## src/hdl/dda_pkg.sv

```systemverilog
// Shared constants, payload structs and control/status types for the DDA line rasterizer.
`default_nettype none

package dda_pkg;

    localparam int FRAME_WIDTH     = 64;
    localparam int FRAME_HEIGHT    = 64;
    localparam int COORD_FRAC_BITS = 4;

    localparam int COORD_W = 16;
    localparam int COLOR_W = 32;
    localparam int ADDR_W  = 12;

    localparam int MAX_DIM = (FRAME_WIDTH > FRAME_HEIGHT) ? FRAME_WIDTH : FRAME_HEIGHT;
    localparam int IDX_W   = $clog2(MAX_DIM);

    // coordinate difference, Q16 slope, major offset, product, minor value
    localparam int DIFF_W     = COORD_W + 1;
    localparam int SLOPE_FRAC = 16;
    localparam int QUO_W      = 17;
    localparam int SLOPE_W    = QUO_W + 1;
    localparam int OFF_W      = 18;
    localparam int PROD_W     = SLOPE_W + OFF_W;
    localparam int MINOR_W    = PROD_W - SLOPE_FRAC;

    localparam int DIV_STEPS = QUO_W;
    localparam int DIV_CNT_W = $clog2(DIV_STEPS);

    localparam logic signed [OFF_W-1:0]   OFF_STEP   = OFF_W'(1 << COORD_FRAC_BITS);
    localparam logic signed [PROD_W-1:0]  Q_ROUND    = PROD_W'((1 << SLOPE_FRAC) - 1);
    localparam logic signed [MINOR_W-1:0] PIX_ROUND  = MINOR_W'((1 << COORD_FRAC_BITS) - 1);

    typedef struct packed {
        logic signed [COORD_W-1:0] start_x;
        logic signed [COORD_W-1:0] start_y;
        logic signed [COORD_W-1:0] end_x;
        logic signed [COORD_W-1:0] end_y;
        logic [COLOR_W-1:0]        line_color;
    } line_in_t;

    typedef struct packed {
        logic [ADDR_W-1:0]  pixel_address;
        logic [COLOR_W-1:0] pixel_color;
        logic               write_enable;
        logic               last_pixel;
    } pixel_out_t;

    typedef struct packed {
        logic capture;
        logic order;
        logic prep;
        logic div_start;
        logic div_step;
        logic slope_load;
        logic step_en;
    } cmd_t;

    typedef struct packed {
        logic empty_line;
        logic issue_last;
        logic advance;
        logic pipe_idle;
    } stat_t;

endpackage

`default_nettype wire

```

## src/hdl/dda_div.sv

```systemverilog
// Restoring divider, one quotient bit per cycle, for the Q16 slope magnitude.
`default_nettype none

module dda_div (
    input  wire logic                         clk,
    input  wire logic                         start,
    input  wire logic                         step,
    input  wire logic [dda_pkg::COORD_W-1:0]  dividend_abs,
    input  wire logic [dda_pkg::COORD_W-1:0]  divisor,
    output logic      [dda_pkg::QUO_W-1:0]    quotient
);

    logic [dda_pkg::COORD_W-1:0] rem_reg;
    logic                        feed_reg;
    logic [dda_pkg::QUO_W-1:0]   quo_reg;
    logic [dda_pkg::DIFF_W-1:0]  trial;
    logic [dda_pkg::DIFF_W-1:0]  diff;
    logic                        fits;

    // dividend is |dmin| << 16 and |dmin| <= divisor, so the quotient has 17 bits
    // and the top 15 dividend bits seed the remainder
    assign trial = {rem_reg, feed_reg};
    assign diff  = trial - {1'b0, divisor};
    assign fits  = trial >= {1'b0, divisor};

    always_ff @(posedge clk)
    begin
        if (start)
        begin
            rem_reg  <= {1'b0, dividend_abs[dda_pkg::COORD_W-1:1]};
            feed_reg <= dividend_abs[0];
            quo_reg  <= '0;
        end
        else if (step)
        begin
            rem_reg  <= fits ? diff[dda_pkg::COORD_W-1:0] : trial[dda_pkg::COORD_W-1:0];
            feed_reg <= 1'b0;
            quo_reg  <= {quo_reg[dda_pkg::QUO_W-2:0], fits};
        end
    end

    assign quotient = quo_reg;

endmodule

`default_nettype wire

```

## src/hdl/dda_dp.sv

```systemverilog
// Datapath: endpoint ordering, slope division, stepping counter and the pixel pipeline.
`default_nettype none

module dda_dp (
    input  wire logic                clk,
    input  wire logic                rst_n,
    input  wire dda_pkg::line_in_t   line_data,
    input  wire dda_pkg::cmd_t       cmd,
    output dda_pkg::stat_t           stat,
    input  wire logic                pixel_ready,
    output logic                     pixel_valid,
    output dda_pkg::pixel_out_t      pixel_data
);

    dda_pkg::line_in_t in_reg;

    // ordering
    logic signed [dda_pkg::DIFF_W-1:0]  dx, dy;
    logic        [dda_pkg::DIFF_W-1:0]  adx, ady;
    logic                               xmaj;
    logic signed [dda_pkg::COORD_W-1:0] amaj, amin, bmaj, bmin;
    logic                               a_far;

    logic                               xmaj_reg;
    logic signed [dda_pkg::COORD_W-1:0] far_maj_reg, far_min_reg, near_maj_reg, near_min_reg;

    // line setup
    logic signed [dda_pkg::DIFF_W-1:0]  dmaj_full, dmin_full;
    logic signed [dda_pkg::COORD_W-1:0] near_px, far_px;
    logic        [dda_pkg::COORD_W-1:0] start_full, far_full, maj_lim, last_full;
    logic                               empty;
    logic        [dda_pkg::OFF_W+1:0]   start_scaled;
    logic signed [dda_pkg::OFF_W+1:0]   off_calc;

    logic [dda_pkg::COORD_W-1:0] dmaj_reg, dmin_abs_reg;
    logic                        dmin_neg_reg;
    logic                        empty_reg;

    logic [dda_pkg::QUO_W-1:0]          quotient;
    logic signed [dda_pkg::SLOPE_W-1:0] slope_reg;

    // stepping
    logic [dda_pkg::IDX_W-1:0]        m_reg, last_reg;
    logic signed [dda_pkg::OFF_W-1:0] off_reg;
    logic                             advance, issue;

    // pipeline
    logic                               v1_reg, v2_reg, out_valid_reg;
    logic signed [dda_pkg::PROD_W-1:0]  prod_s1_reg;
    logic [dda_pkg::IDX_W-1:0]          m_s1_reg, m_s2_reg;
    logic                               last_s1_reg, last_s2_reg;
    logic signed [dda_pkg::MINOR_W-1:0] minor_s2_reg;
    dda_pkg::pixel_out_t                out_reg;

    logic signed [dda_pkg::PROD_W-1:0]  prod_calc, prod_adj;
    logic signed [dda_pkg::MINOR_W-1:0] q_val, minor_calc, minor_adj, mp;
    logic signed [dda_pkg::MINOR_W-1:0] min_lim;
    logic                               on_screen;
    logic [dda_pkg::IDX_W-1:0]          row, col;
    logic [dda_pkg::ADDR_W-1:0]         addr;

    always_comb
    begin
        dx    = dda_pkg::DIFF_W'(in_reg.start_x) - dda_pkg::DIFF_W'(in_reg.end_x);
        dy    = dda_pkg::DIFF_W'(in_reg.start_y) - dda_pkg::DIFF_W'(in_reg.end_y);
        adx   = dx[dda_pkg::DIFF_W-1] ? -dx : dx;
        ady   = dy[dda_pkg::DIFF_W-1] ? -dy : dy;
        xmaj  = adx > ady;
        amaj  = xmaj ? in_reg.start_x : in_reg.start_y;
        amin  = xmaj ? in_reg.start_y : in_reg.start_x;
        bmaj  = xmaj ? in_reg.end_x   : in_reg.end_y;
        bmin  = xmaj ? in_reg.end_y   : in_reg.end_x;
        a_far = amaj >= bmaj;
    end

    always_comb
    begin
        dmaj_full    = dda_pkg::DIFF_W'(far_maj_reg) - dda_pkg::DIFF_W'(near_maj_reg);
        dmin_full    = dda_pkg::DIFF_W'(far_min_reg) - dda_pkg::DIFF_W'(near_min_reg);
        near_px      = near_maj_reg >>> dda_pkg::COORD_FRAC_BITS;
        far_px       = far_maj_reg >>> dda_pkg::COORD_FRAC_BITS;
        start_full   = near_maj_reg[dda_pkg::COORD_W-1] ? '0 : near_px;
        far_full     = far_px;
        maj_lim      = xmaj_reg ? dda_pkg::COORD_W'(dda_pkg::FRAME_WIDTH - 1)
                                : dda_pkg::COORD_W'(dda_pkg::FRAME_HEIGHT - 1);
        last_full    = (far_full > maj_lim) ? maj_lim : far_full;
        empty        = far_maj_reg[dda_pkg::COORD_W-1] || (start_full > last_full);
        start_scaled = (dda_pkg::OFF_W+2)'(start_full[dda_pkg::IDX_W-1:0])
                       << dda_pkg::COORD_FRAC_BITS;
        off_calc     = $signed(start_scaled) - (dda_pkg::OFF_W+2)'(far_maj_reg);
    end

    always_ff @(posedge clk)
    begin
        if (cmd.capture)
        begin
            in_reg <= line_data;
        end
        if (cmd.order)
        begin
            xmaj_reg     <= xmaj;
            far_maj_reg  <= a_far ? amaj : bmaj;
            far_min_reg  <= a_far ? amin : bmin;
            near_maj_reg <= a_far ? bmaj : amaj;
            near_min_reg <= a_far ? bmin : amin;
        end
        if (cmd.prep)
        begin
            dmaj_reg     <= dmaj_full[dda_pkg::COORD_W-1:0];
            dmin_neg_reg <= dmin_full[dda_pkg::DIFF_W-1];
            dmin_abs_reg <= dmin_full[dda_pkg::DIFF_W-1] ? dda_pkg::COORD_W'(-dmin_full)
                                                         : dmin_full[dda_pkg::COORD_W-1:0];
            empty_reg    <= empty;
            m_reg        <= start_full[dda_pkg::IDX_W-1:0];
            last_reg     <= last_full[dda_pkg::IDX_W-1:0];
            off_reg      <= off_calc[dda_pkg::OFF_W-1:0];
        end
        else if (issue)
        begin
            m_reg   <= m_reg + 1'b1;
            off_reg <= off_reg + dda_pkg::OFF_STEP;
        end
        if (cmd.slope_load)
        begin
            // equal endpoints: the quotient is not used, slope is zero
            if (dmaj_reg == '0)
            begin
                slope_reg <= '0;
            end
            else
            begin
                slope_reg <= dmin_neg_reg ? -$signed({1'b0, quotient})
                                          : $signed({1'b0, quotient});
            end
        end
    end

    dda_div u_div (
        .clk          (clk),
        .start        (cmd.div_start),
        .step         (cmd.div_step),
        .dividend_abs (dmin_abs_reg),
        .divisor      (dmaj_reg),
        .quotient     (quotient)
    );

    assign advance = !out_valid_reg || pixel_ready;
    assign issue   = cmd.step_en && advance;

    // truncation toward zero: bias negative values before the arithmetic shift
    always_comb
    begin
        prod_calc  = slope_reg * off_reg;
        prod_adj   = prod_s1_reg + (prod_s1_reg[dda_pkg::PROD_W-1] ? dda_pkg::Q_ROUND
                                                                   : dda_pkg::PROD_W'(0));
        q_val      = prod_adj[dda_pkg::SLOPE_FRAC +: dda_pkg::MINOR_W];
        minor_calc = q_val + dda_pkg::MINOR_W'(far_min_reg);
        minor_adj  = minor_s2_reg + (minor_s2_reg[dda_pkg::MINOR_W-1] ? dda_pkg::PIX_ROUND
                                                                      : dda_pkg::MINOR_W'(0));
        mp         = minor_adj >>> dda_pkg::COORD_FRAC_BITS;
        min_lim    = xmaj_reg ? dda_pkg::MINOR_W'(dda_pkg::FRAME_HEIGHT)
                              : dda_pkg::MINOR_W'(dda_pkg::FRAME_WIDTH);
        on_screen  = !mp[dda_pkg::MINOR_W-1] && (mp < min_lim);
        row        = xmaj_reg ? mp[dda_pkg::IDX_W-1:0] : m_s2_reg;
        col        = xmaj_reg ? m_s2_reg : mp[dda_pkg::IDX_W-1:0];
        addr       = on_screen ? dda_pkg::ADDR_W'(dda_pkg::ADDR_W'(row)
                                  * dda_pkg::ADDR_W'(dda_pkg::FRAME_WIDTH)
                                  + dda_pkg::ADDR_W'(col))
                               : '0;
    end

    always_ff @(posedge clk or negedge rst_n)
    begin
        if (!rst_n)
        begin
            v1_reg        <= 1'b0;
            v2_reg        <= 1'b0;
            out_valid_reg <= 1'b0;
        end
        else if (advance)
        begin
            v1_reg        <= issue;
            v2_reg        <= v1_reg;
            out_valid_reg <= v2_reg;
        end
    end

    always_ff @(posedge clk)
    begin
        if (advance)
        begin
            prod_s1_reg  <= prod_calc;
            m_s1_reg     <= m_reg;
            last_s1_reg  <= m_reg == last_reg;
            minor_s2_reg <= minor_calc;
            m_s2_reg     <= m_s1_reg;
            last_s2_reg  <= last_s1_reg;
            out_reg.pixel_address <= addr;
            out_reg.pixel_color   <= in_reg.line_color;
            out_reg.write_enable  <= on_screen;
            out_reg.last_pixel    <= last_s2_reg;
        end
    end

    assign pixel_valid = out_valid_reg;
    assign pixel_data  = out_reg;

    assign stat.empty_line = empty_reg;
    assign stat.issue_last = m_reg == last_reg;
    assign stat.advance    = advance;
    assign stat.pipe_idle  = !v1_reg && !v2_reg && !out_valid_reg;

endmodule

`default_nettype wire

```

## src/hdl/dda_ctrl.sv

```systemverilog
// Controller: sequences setup, slope division and pixel stepping for one line.
`default_nettype none

module dda_ctrl (
    input  wire logic           clk,
    input  wire logic           rst_n,
    input  wire logic           line_valid,
    output logic                line_ready,
    output dda_pkg::cmd_t       cmd,
    input  wire dda_pkg::stat_t stat
);

    typedef enum logic [2:0] {
        S_IDLE,
        S_ORDER,
        S_PREP,
        S_CHECK,
        S_DIV,
        S_SLOPE,
        S_STEP,
        S_DRAIN
    } state_t;

    state_t                       state_reg;
    logic                         ready_reg;
    logic [dda_pkg::DIV_CNT_W-1:0] div_cnt_reg;

    always_comb
    begin
        cmd = '0;
        case (state_reg)
            S_IDLE:  cmd.capture    = line_valid && ready_reg;
            S_ORDER: cmd.order      = 1'b1;
            S_PREP:  cmd.prep       = 1'b1;
            S_CHECK: cmd.div_start  = !stat.empty_line;
            S_DIV:   cmd.div_step   = 1'b1;
            S_SLOPE: cmd.slope_load = 1'b1;
            S_STEP:  cmd.step_en    = 1'b1;
            default: cmd = '0;
        endcase
    end

    always_ff @(posedge clk or negedge rst_n)
    begin
        if (!rst_n)
        begin
            state_reg   <= S_IDLE;
            ready_reg   <= 1'b1;
            div_cnt_reg <= '0;
        end
        else
        begin
            case (state_reg)
                S_IDLE:
                begin
                    if (line_valid && ready_reg)
                    begin
                        state_reg <= S_ORDER;
                        ready_reg <= 1'b0;
                    end
                end
                S_ORDER: state_reg <= S_PREP;
                S_PREP:  state_reg <= S_CHECK;
                S_CHECK:
                begin
                    // line misses the major range of the frame: nothing to emit
                    if (stat.empty_line)
                    begin
                        state_reg <= S_IDLE;
                        ready_reg <= 1'b1;
                    end
                    else
                    begin
                        state_reg   <= S_DIV;
                        div_cnt_reg <= '0;
                    end
                end
                S_DIV:
                begin
                    if (div_cnt_reg == dda_pkg::DIV_CNT_W'(dda_pkg::DIV_STEPS - 1))
                    begin
                        state_reg <= S_SLOPE;
                    end
                    else
                    begin
                        div_cnt_reg <= div_cnt_reg + 1'b1;
                    end
                end
                S_SLOPE: state_reg <= S_STEP;
                S_STEP:
                begin
                    if (stat.advance && stat.issue_last)
                    begin
                        state_reg <= S_DRAIN;
                    end
                end
                S_DRAIN:
                begin
                    if (stat.pipe_idle)
                    begin
                        state_reg <= S_IDLE;
                        ready_reg <= 1'b1;
                    end
                end
                default:
                begin
                    state_reg <= S_IDLE;
                    ready_reg <= 1'b1;
                end
            endcase
        end
    end

    assign line_ready = ready_reg;

endmodule

`default_nettype wire

```

## src/hdl/dda_line_rasterizer_top.sv

```systemverilog
// Top level of the DDA line rasterizer: controller plus datapath.
//
// Line channel (line_valid/line_ready/line_data): one transaction is one line,
// two signed Q11.4 endpoints and a packed color. Pixel channel
// (pixel_valid/pixel_ready/pixel_data): one transaction per major-axis step,
// carrying the framebuffer address, the color, a write enable (low, with
// address 0, when the minor pixel is off screen) and a last-pixel flag.
// A line is taken only when the previous one has fully drained.
// Steps: setup (order, prep, check), the bit-serial slope divider, a
// slope load, then a 3-stage pixel pipeline (multiply, minor add, address).
// Throughput: one pixel per cycle while the receiver accepts them. A line
// that misses the frame's major range gives no pixels and frees the input
// at the check state, skipping the divider.
// When the receiver stalls, the whole pixel pipeline holds and the output
// stays stable. Reset returns the block to idle with line_ready high.
`default_nettype none

module dda_line_rasterizer_top (
    input  wire logic                clk,
    input  wire logic                rst_n,
    input  wire logic                line_valid,
    output logic                     line_ready,
    input  wire dda_pkg::line_in_t   line_data,
    output logic                     pixel_valid,
    input  wire logic                pixel_ready,
    output dda_pkg::pixel_out_t      pixel_data
);

    dda_pkg::cmd_t  cmd;
    dda_pkg::stat_t stat;

    dda_ctrl u_ctrl (
        .clk        (clk),
        .rst_n      (rst_n),
        .line_valid (line_valid),
        .line_ready (line_ready),
        .cmd        (cmd),
        .stat       (stat)
    );

    dda_dp u_dp (
        .clk         (clk),
        .rst_n       (rst_n),
        .line_data   (line_data),
        .cmd         (cmd),
        .stat        (stat),
        .pixel_ready (pixel_ready),
        .pixel_valid (pixel_valid),
        .pixel_data  (pixel_data)
    );

endmodule

`default_nettype wire

```

## config.mk

```make
export PLATFORM = sky130hd
export DESIGN_NAME = dda_line_rasterizer_top
export DESIGN_NICKNAME = d
export VERILOG_FILES = /design/src/hdl/dda_pkg.sv /design/src/hdl/dda_div.sv /design/src/hdl/dda_dp.sv /design/src/hdl/dda_ctrl.sv /design/src/hdl/dda_line_rasterizer_top.sv
export SDC_FILE = /design/constraint.sdc
export NUM_CORES = 2
export LEC_CHECK = 0
export BUFFER_PORTS_ARGS = -buffer_cell sky130_fd_sc_hd__buf_2
export CAP_MARGIN = 40
export CORE_MARGIN = 3
export CORE_UTILIZATION = 35
export DETAILED_ROUTE_END_ITERATION = 10
export SLEW_MARGIN = 30
export SYNTH_ARGS = -nofsm -noshare
export SYNTH_HDL_FRONTEND = slang
export SYNTH_SLANG_ARGS = --single-unit
```

## constraint.sdc

```tcl
create_clock -name clk -period 8.25 [get_ports clk]
set_clock_uncertainty 0.05 [all_clocks]
set_input_delay 1.65 -clock clk [delete_from_list [all_inputs] [get_ports clk]]
set_output_delay 1.65 -clock clk [all_outputs]
set_load 0.02 [all_outputs]
```

## Word level (Yosys, flattened, before mapping)

Cells that the tools add are included.

- Memories: 0
- Latch bits: 0
- Output and inout bits: 48
- Bits in read-only memories: 0
- Register bits: 405
- Logic and storage cells: 150
- Bits of input ports: 100
- Memory bits (writable): 0

- Muxes and demuxes: 47
- Multiply operators: 1
- $add $sub $neg: 17
- Magnitude comparators: 6
- Reduce and logical (&&, ||, !) cells: 23
- Eq/ne operators: 16
- Div/mod/pow operators: 0
- Bitwise logic cells: 1
- Shift-type cells: 0

Operators with widths:

| cell | count |
|---|---|
| two-way mux 16 bit | 12 |
| two-way mux 17 bit | 3 |
| subtractor 16 x 16 -> 17 bit | 3 |
| adder 36 bit | 1 |
| multiplier 18 x 18 -> 36 bit | 1 |
| two-way mux 18 bit | 2 |
| negator 17 bit | 2 |
| subtractor 16 bit | 2 |
| two-way mux 15 bit | 2 |
| two-way mux 6 bit | 4 |
| case mux 3 bit (8 select lines) | 1 |
| adder 20 x 16 -> 20 bit | 1 |
| adder 20 x 5 -> 20 bit | 1 |
| adder 18 x 6 -> 18 bit (second input constant) | 1 |
| negator 17 -> 18 bit | 1 |
| >= comparator 17 x 16 -> 1 bit | 1 |
| > comparator 17 bit | 1 |
| subtractor 11 x 16 -> 17 bit | 1 |
| >= comparator 16 bit | 1 |
| > comparator 16 bit | 1 |
| > comparator 16 x 6 -> 1 bit (second input constant) | 1 |
| logical NOT 16 bit | 1 |
| less-than comparator 16 x 8 -> 1 bit (second input constant) | 1 |
| negator 16 bit | 1 |
| 27 further kinds | 65 |

## Longest topological paths before layout

- Depth after elaboration: 7
- Depth in mapped cells: 38
- Mapped depth without buffers: 32

## Hierarchy

Synthesis repeated with hierarchy kept, for this count alone.

- Cell total of the unflattened synthesis: 3372
- Area, all modules: 35514.1 µm²

By module, submodules not included:

| module | cells each | instances | sequential area each (µm²) | area each (µm²) |
|---|---|---|---|---|
| dda_dp | 3029 | 1 | 10855.4 | 32411.1 |
| dda_div | 285 | 1 | 840.8 | 2536.2 |
| dda_ctrl | 58 | 1 | 226.5 | 566.8 |

## Least setup slack after synthesis

Ideal clock, no wire load.

- Path type: flip-flop to flip-flop
- From: reg u_dp.in_reg[32] in the netlist's numbering
- To: reg u_dp.far_maj_reg[0] in the netlist's numbering (data pin)
- Slack: 959 ps
- Cell stages (with the launch flop): 34
- Library setup time: 279 ps
- Arrival: 6962 ps
- Required time: 7921 ps
- Period minus slack after synthesis: 7291 ps
- Path buffers: 6
- Path through: edfxtp_1 ha_1 fa_1 nor2b_1 o31ai_1 a21oi_1 a311o_1 a31oi_1 nor2_1 o31a_1 clkbuf_1 nor2_1 xor2_1 ha_1 a21o_1 a21o_1 a211oi_1 o21ai_1 a21oi_1 a31o_2 clkbuf_1 buf_1 mux2i_1 inv_1 ha_1 or2_2 a31oi_1 a21oi_1 o22ai_1 a211o_1 clkbuf_1 clkbuf_1 clkbuf_1 mux2i_1

- Longest elaborated chain between the ends: 7
- Elaborated cells between the ends (all ways): 8
- Classes of those cells: add/sub (2); order compare (2); mux (4)

RTL lines:

| item | RTL line | text |
|---|---|---|
| start, declared | dda_dp.sv:15 | `dda_pkg::line_in_t in_reg;` |
| start signal, assigned | dda_dp.sv:97 | `in_reg <= line_data;` |
| subtractor 16 x 16 -> 17 bit | dda_dp.sv:65 | `dy = dda_pkg::DIFF_W'(in_reg.start_y) - dda_pkg::DIFF_W'(in_reg.end_y);` |
| negator 17 bit | dda_dp.sv:67 | `ady = dy[dda_pkg::DIFF_W-1] ? -dy : dy;` |
| two-way mux 17 bit | dda_dp.sv:67 |  |
| > comparator 17 bit | dda_dp.sv:68 | `xmaj = adx > ady;` |
| two-way mux 16 bit (on tied branches) | dda_dp.sv:69, dda_dp.sv:71 |  |
| >= comparator 16 bit | dda_dp.sv:73 | `a_far = amaj >= bmaj;` |
| two-way mux 16 bit (*) | dda_dp.sv:102 | `far_maj_reg <= a_far ? amaj : bmaj;` |
| end signal, assigned | dda_dp.sv:102 |  |
| end, declared | dda_dp.sv:25 | `logic signed [dda_pkg::COORD_W-1:0] far_maj_reg, far_min_reg, near_maj_reg, near_min_reg;` |

Mark *: on every way between the ends. The rest lies on a longest branch, timed or not.
A chain may end at the register's enable or synchronous reset.

## Worst setup path after layout

- From: reg u_dp.slope_reg[9] in the netlist's numbering
- To: reg u_dp.prod_s1_reg[35] in the netlist's numbering (data pin)

- Longest elaborated chain between the ends: 1

RTL lines:

| item | RTL line | text |
|---|---|---|
| start, declared | dda_dp.sv:40 | `logic signed [dda_pkg::SLOPE_W-1:0] slope_reg;` |
| start signal, assigned | dda_dp.sv:132 | `slope_reg <= dmin_neg_reg ? -$signed({1'b0, quotient})` |
| multiplier 18 x 18 -> 36 bit | dda_dp.sv:153 | `prod_calc = slope_reg * off_reg;` |
| named net u_dp.prod_calc (one bit) | dda_dp.sv:55 | `logic signed [dda_pkg::PROD_W-1:0] prod_calc, prod_adj;` |
| end signal, assigned | dda_dp.sv:192 | `prod_s1_reg <= prod_calc;` |
| end, declared | dda_dp.sv:49 | `logic signed [dda_pkg::PROD_W-1:0] prod_s1_reg;` |

The timed path passes the listed nets, and every way through them passes these cells.

==> run metrics <==
fill cell count 9864; simple-gate share of the synthesized area 12.1%; Area Growth Syn to Fin 11.2%; post-DP HPWL 66800 um; max reg flops 96; met2 Usage GRT 26.8%; H-tree levels 2; Core Rows 116; final setup TNS 0 ns; met3 Use GR 2.46%; Post-synth EDFFs 375; FF+latch count, synth 405; gr ovfl total 0; NumNets Final 4234; xor-xnor portion of the synthesized cell area 5.46%; Most Crowded Layer GR met2; DR iter-0 viols 1452; critical path arrival 8.10 ns; DR WL/cell 17.3 um; worst rel slew slack 43.0%; CP max FO 18; first-pass GRT wire length 136000 um; Area contributors post-synth edfxtp_1, fa_1, ha_1; status complete, no violations; post-synthesis compound-gate area fraction 9.20%; core area 100000 sq um; Die Wd 324 um; clk_lat worst skew 0.59 ns; CP endpoint kind register; Sink Count 405; die area 105000 sq um; largest family of logic cells by synthesized area adder cells; Vias 24200; share of cells above drive strength 1 8.42%; Die Height 324 um; ant diodes 0; Root Buffer Master clkbuf_16; post-synth top area share 31.8%; post-synthesis adder-cell area fraction 28.4%; count leader, synth inv_1; via density per instance 4.97; # setup viols final 0; Least-Margin Pin Slew 0.856 ns; cell taking the most area after synthesis edfxtp_1; DRT Wirelength 84300 um; path type of the worst min-delay path register to register; number of top-level pins 148; mux share of post-synthesis cell area 4.71%; Num CTS Buffers 45; crit share post-route 93.9%; drt drc 0; mapped cell area 35400 sq um; critical path cell sequence nand2_1 -> fa_1 -> inv_1 -> fa_1 -> inv_1 -> fa_1 -> fa_1 -> fa_1 -> inv_1 -> fa_1 -> ha_1 -> and3_1 -> a221o_1 -> a221o_1 -> a31oi_4 -> o22ai_1 -> o31a_1 -> o41ai_4 -> mux2i_1 -> a2111oi_2; number of global-route vias before repair 25000; Total GRT Usage 16.3%; Top delay family on crit path adder cells; fin crit period 7.75 ns; ys flop type edfxtp_1; fmax 129 MHz; total of max-cap violations 0; Initial Util 35.3%; Clock Pin Slew Worst Setup and Hold Paths 0.06 ns; crit path kind register to register; cell count after synthesis 3393; Netlist cell types 80; Async SR Flop Fraction 2.96%; Clock Path Buffers 3; Routed Antenna Nets 0; TritonRoute pass-1 iters 5; Final Max Slew Viols 0; CTS tree yes; startpoint types register; Slowest-stage cell, CP edfxtp_1; required time at the worst-slack endpoint 8.60 ns; grt met1 use 22.5%; RSZ-0062 raised after global routing false; register area share after synthesis 33.7%; largest net degree at the start of global routing 69; Post-synth top cells inv_1, edfxtp_1, fa_1, nand2_1, ha_1; Hold Fails Final Rpt 0; Syn Area/Cell 10.4 sq um; max incr delay on CP 0.91 ns; antenna violations before repair 1; Placer Congestion 0.839; PortBufs 147; Synthesis Warnings 0; most common cell type on the critical path fa_1; worst path buffer plus inverter count 3
metal layers:
metal  vias up  wire length [um]
li1      11700                 -
met1     11900             38800
met2       489             39300
met3       121              3960
met4         0              2220
met5         -                 0
final timing paths:
check / cells after the start / end / slack (ns) / startpoint
max reg2reg: 20 / u_dp.prod_s1_reg[35]$_DFFE_PN_ / 0.50 / u_dp.slope_reg[9]$_SDFFCE_PP0P_
min: 0 / u_dp.pixel_data[14]$_DFFE_PN_ / 0.37 / u_dp.in_reg[12]$_DFFE_PP_
max in group asynchronous: 1 / u_ctrl.line_ready$_DFFE_PN1P_ / 6.99 / rst_n
max: 20 / u_dp.prod_s1_reg[35]$_DFFE_PN_ / 0.50 / u_dp.slope_reg[9]$_SDFFCE_PP0P_
min reg2reg: 0 / u_dp.pixel_data[14]$_DFFE_PN_ / 0.37 / u_dp.in_reg[12]$_DFFE_PP_
min in group asynchronous: 1 / u_ctrl.div_cnt_reg[4]$_DFFE_PN0P_ / 0.88 / rst_n
cell families after synthesis:
kind of cell / Yosys count
simple gates: 894
mux: 166
compound gates: 495
other cells: 1
xor+xnor: 219
buf+inv: 610
flops: 405
fa+ha+maj: 603
final cells by class:
class	count	area [sq um]	area share (%)
repair buffers	198	1240	3.16
flip-flops and latches	405	11900	30.3
multi-input cells	2383	21300	54.0
inverters	498	1870	4.75
clock buffers	57	1180	3.00
clock inverters	24	280	0.712
well taps	1298	1620	4.12
per-stage QoR:
step           hold WS, ns  utilization [%]  instances  area (sq um)  setup WS [ns]
2_1_floorplan        0.350                -       3397         35400          0.959
3_3_place_gp         0.350             37.6       4766         37700          0.476
3_5_place_dp         0.355             37.7       4773         37800          0.412
4_1_cts              0.369             39.2       4854         39200          0.364
5_1_grt              0.372             39.3       4863         39400          0.183
6_report             0.367             39.3       4863         39400          0.504
cells in the final DEF, fill, tap and decap left out, drive strengths merged, types with 57 or more instances in the layout:
cell    netlist  layout
xnor2       159     159
nor2        209     209
ha          268     268
and2        119     119
nand2       302     302
a21oi       143     143
inv         497     501
buf          16     198
mux2i       162     162
xor2         59      59
fa          335     335
clkbuf       96      57
o21ai        90      90
edfxtp      375     375
what timing repair did:
item,4_1_cts,5_1_grt
endpoints found under the setup margin,0,17
hold buffers,0,0
gates resized for setup,0,4
buffers inserted,0,4
hold endpoints to repair,0,0
Power is not shown: default switching activity piles up to over one toggle a cycle in this logic, so the estimate is an artifact.
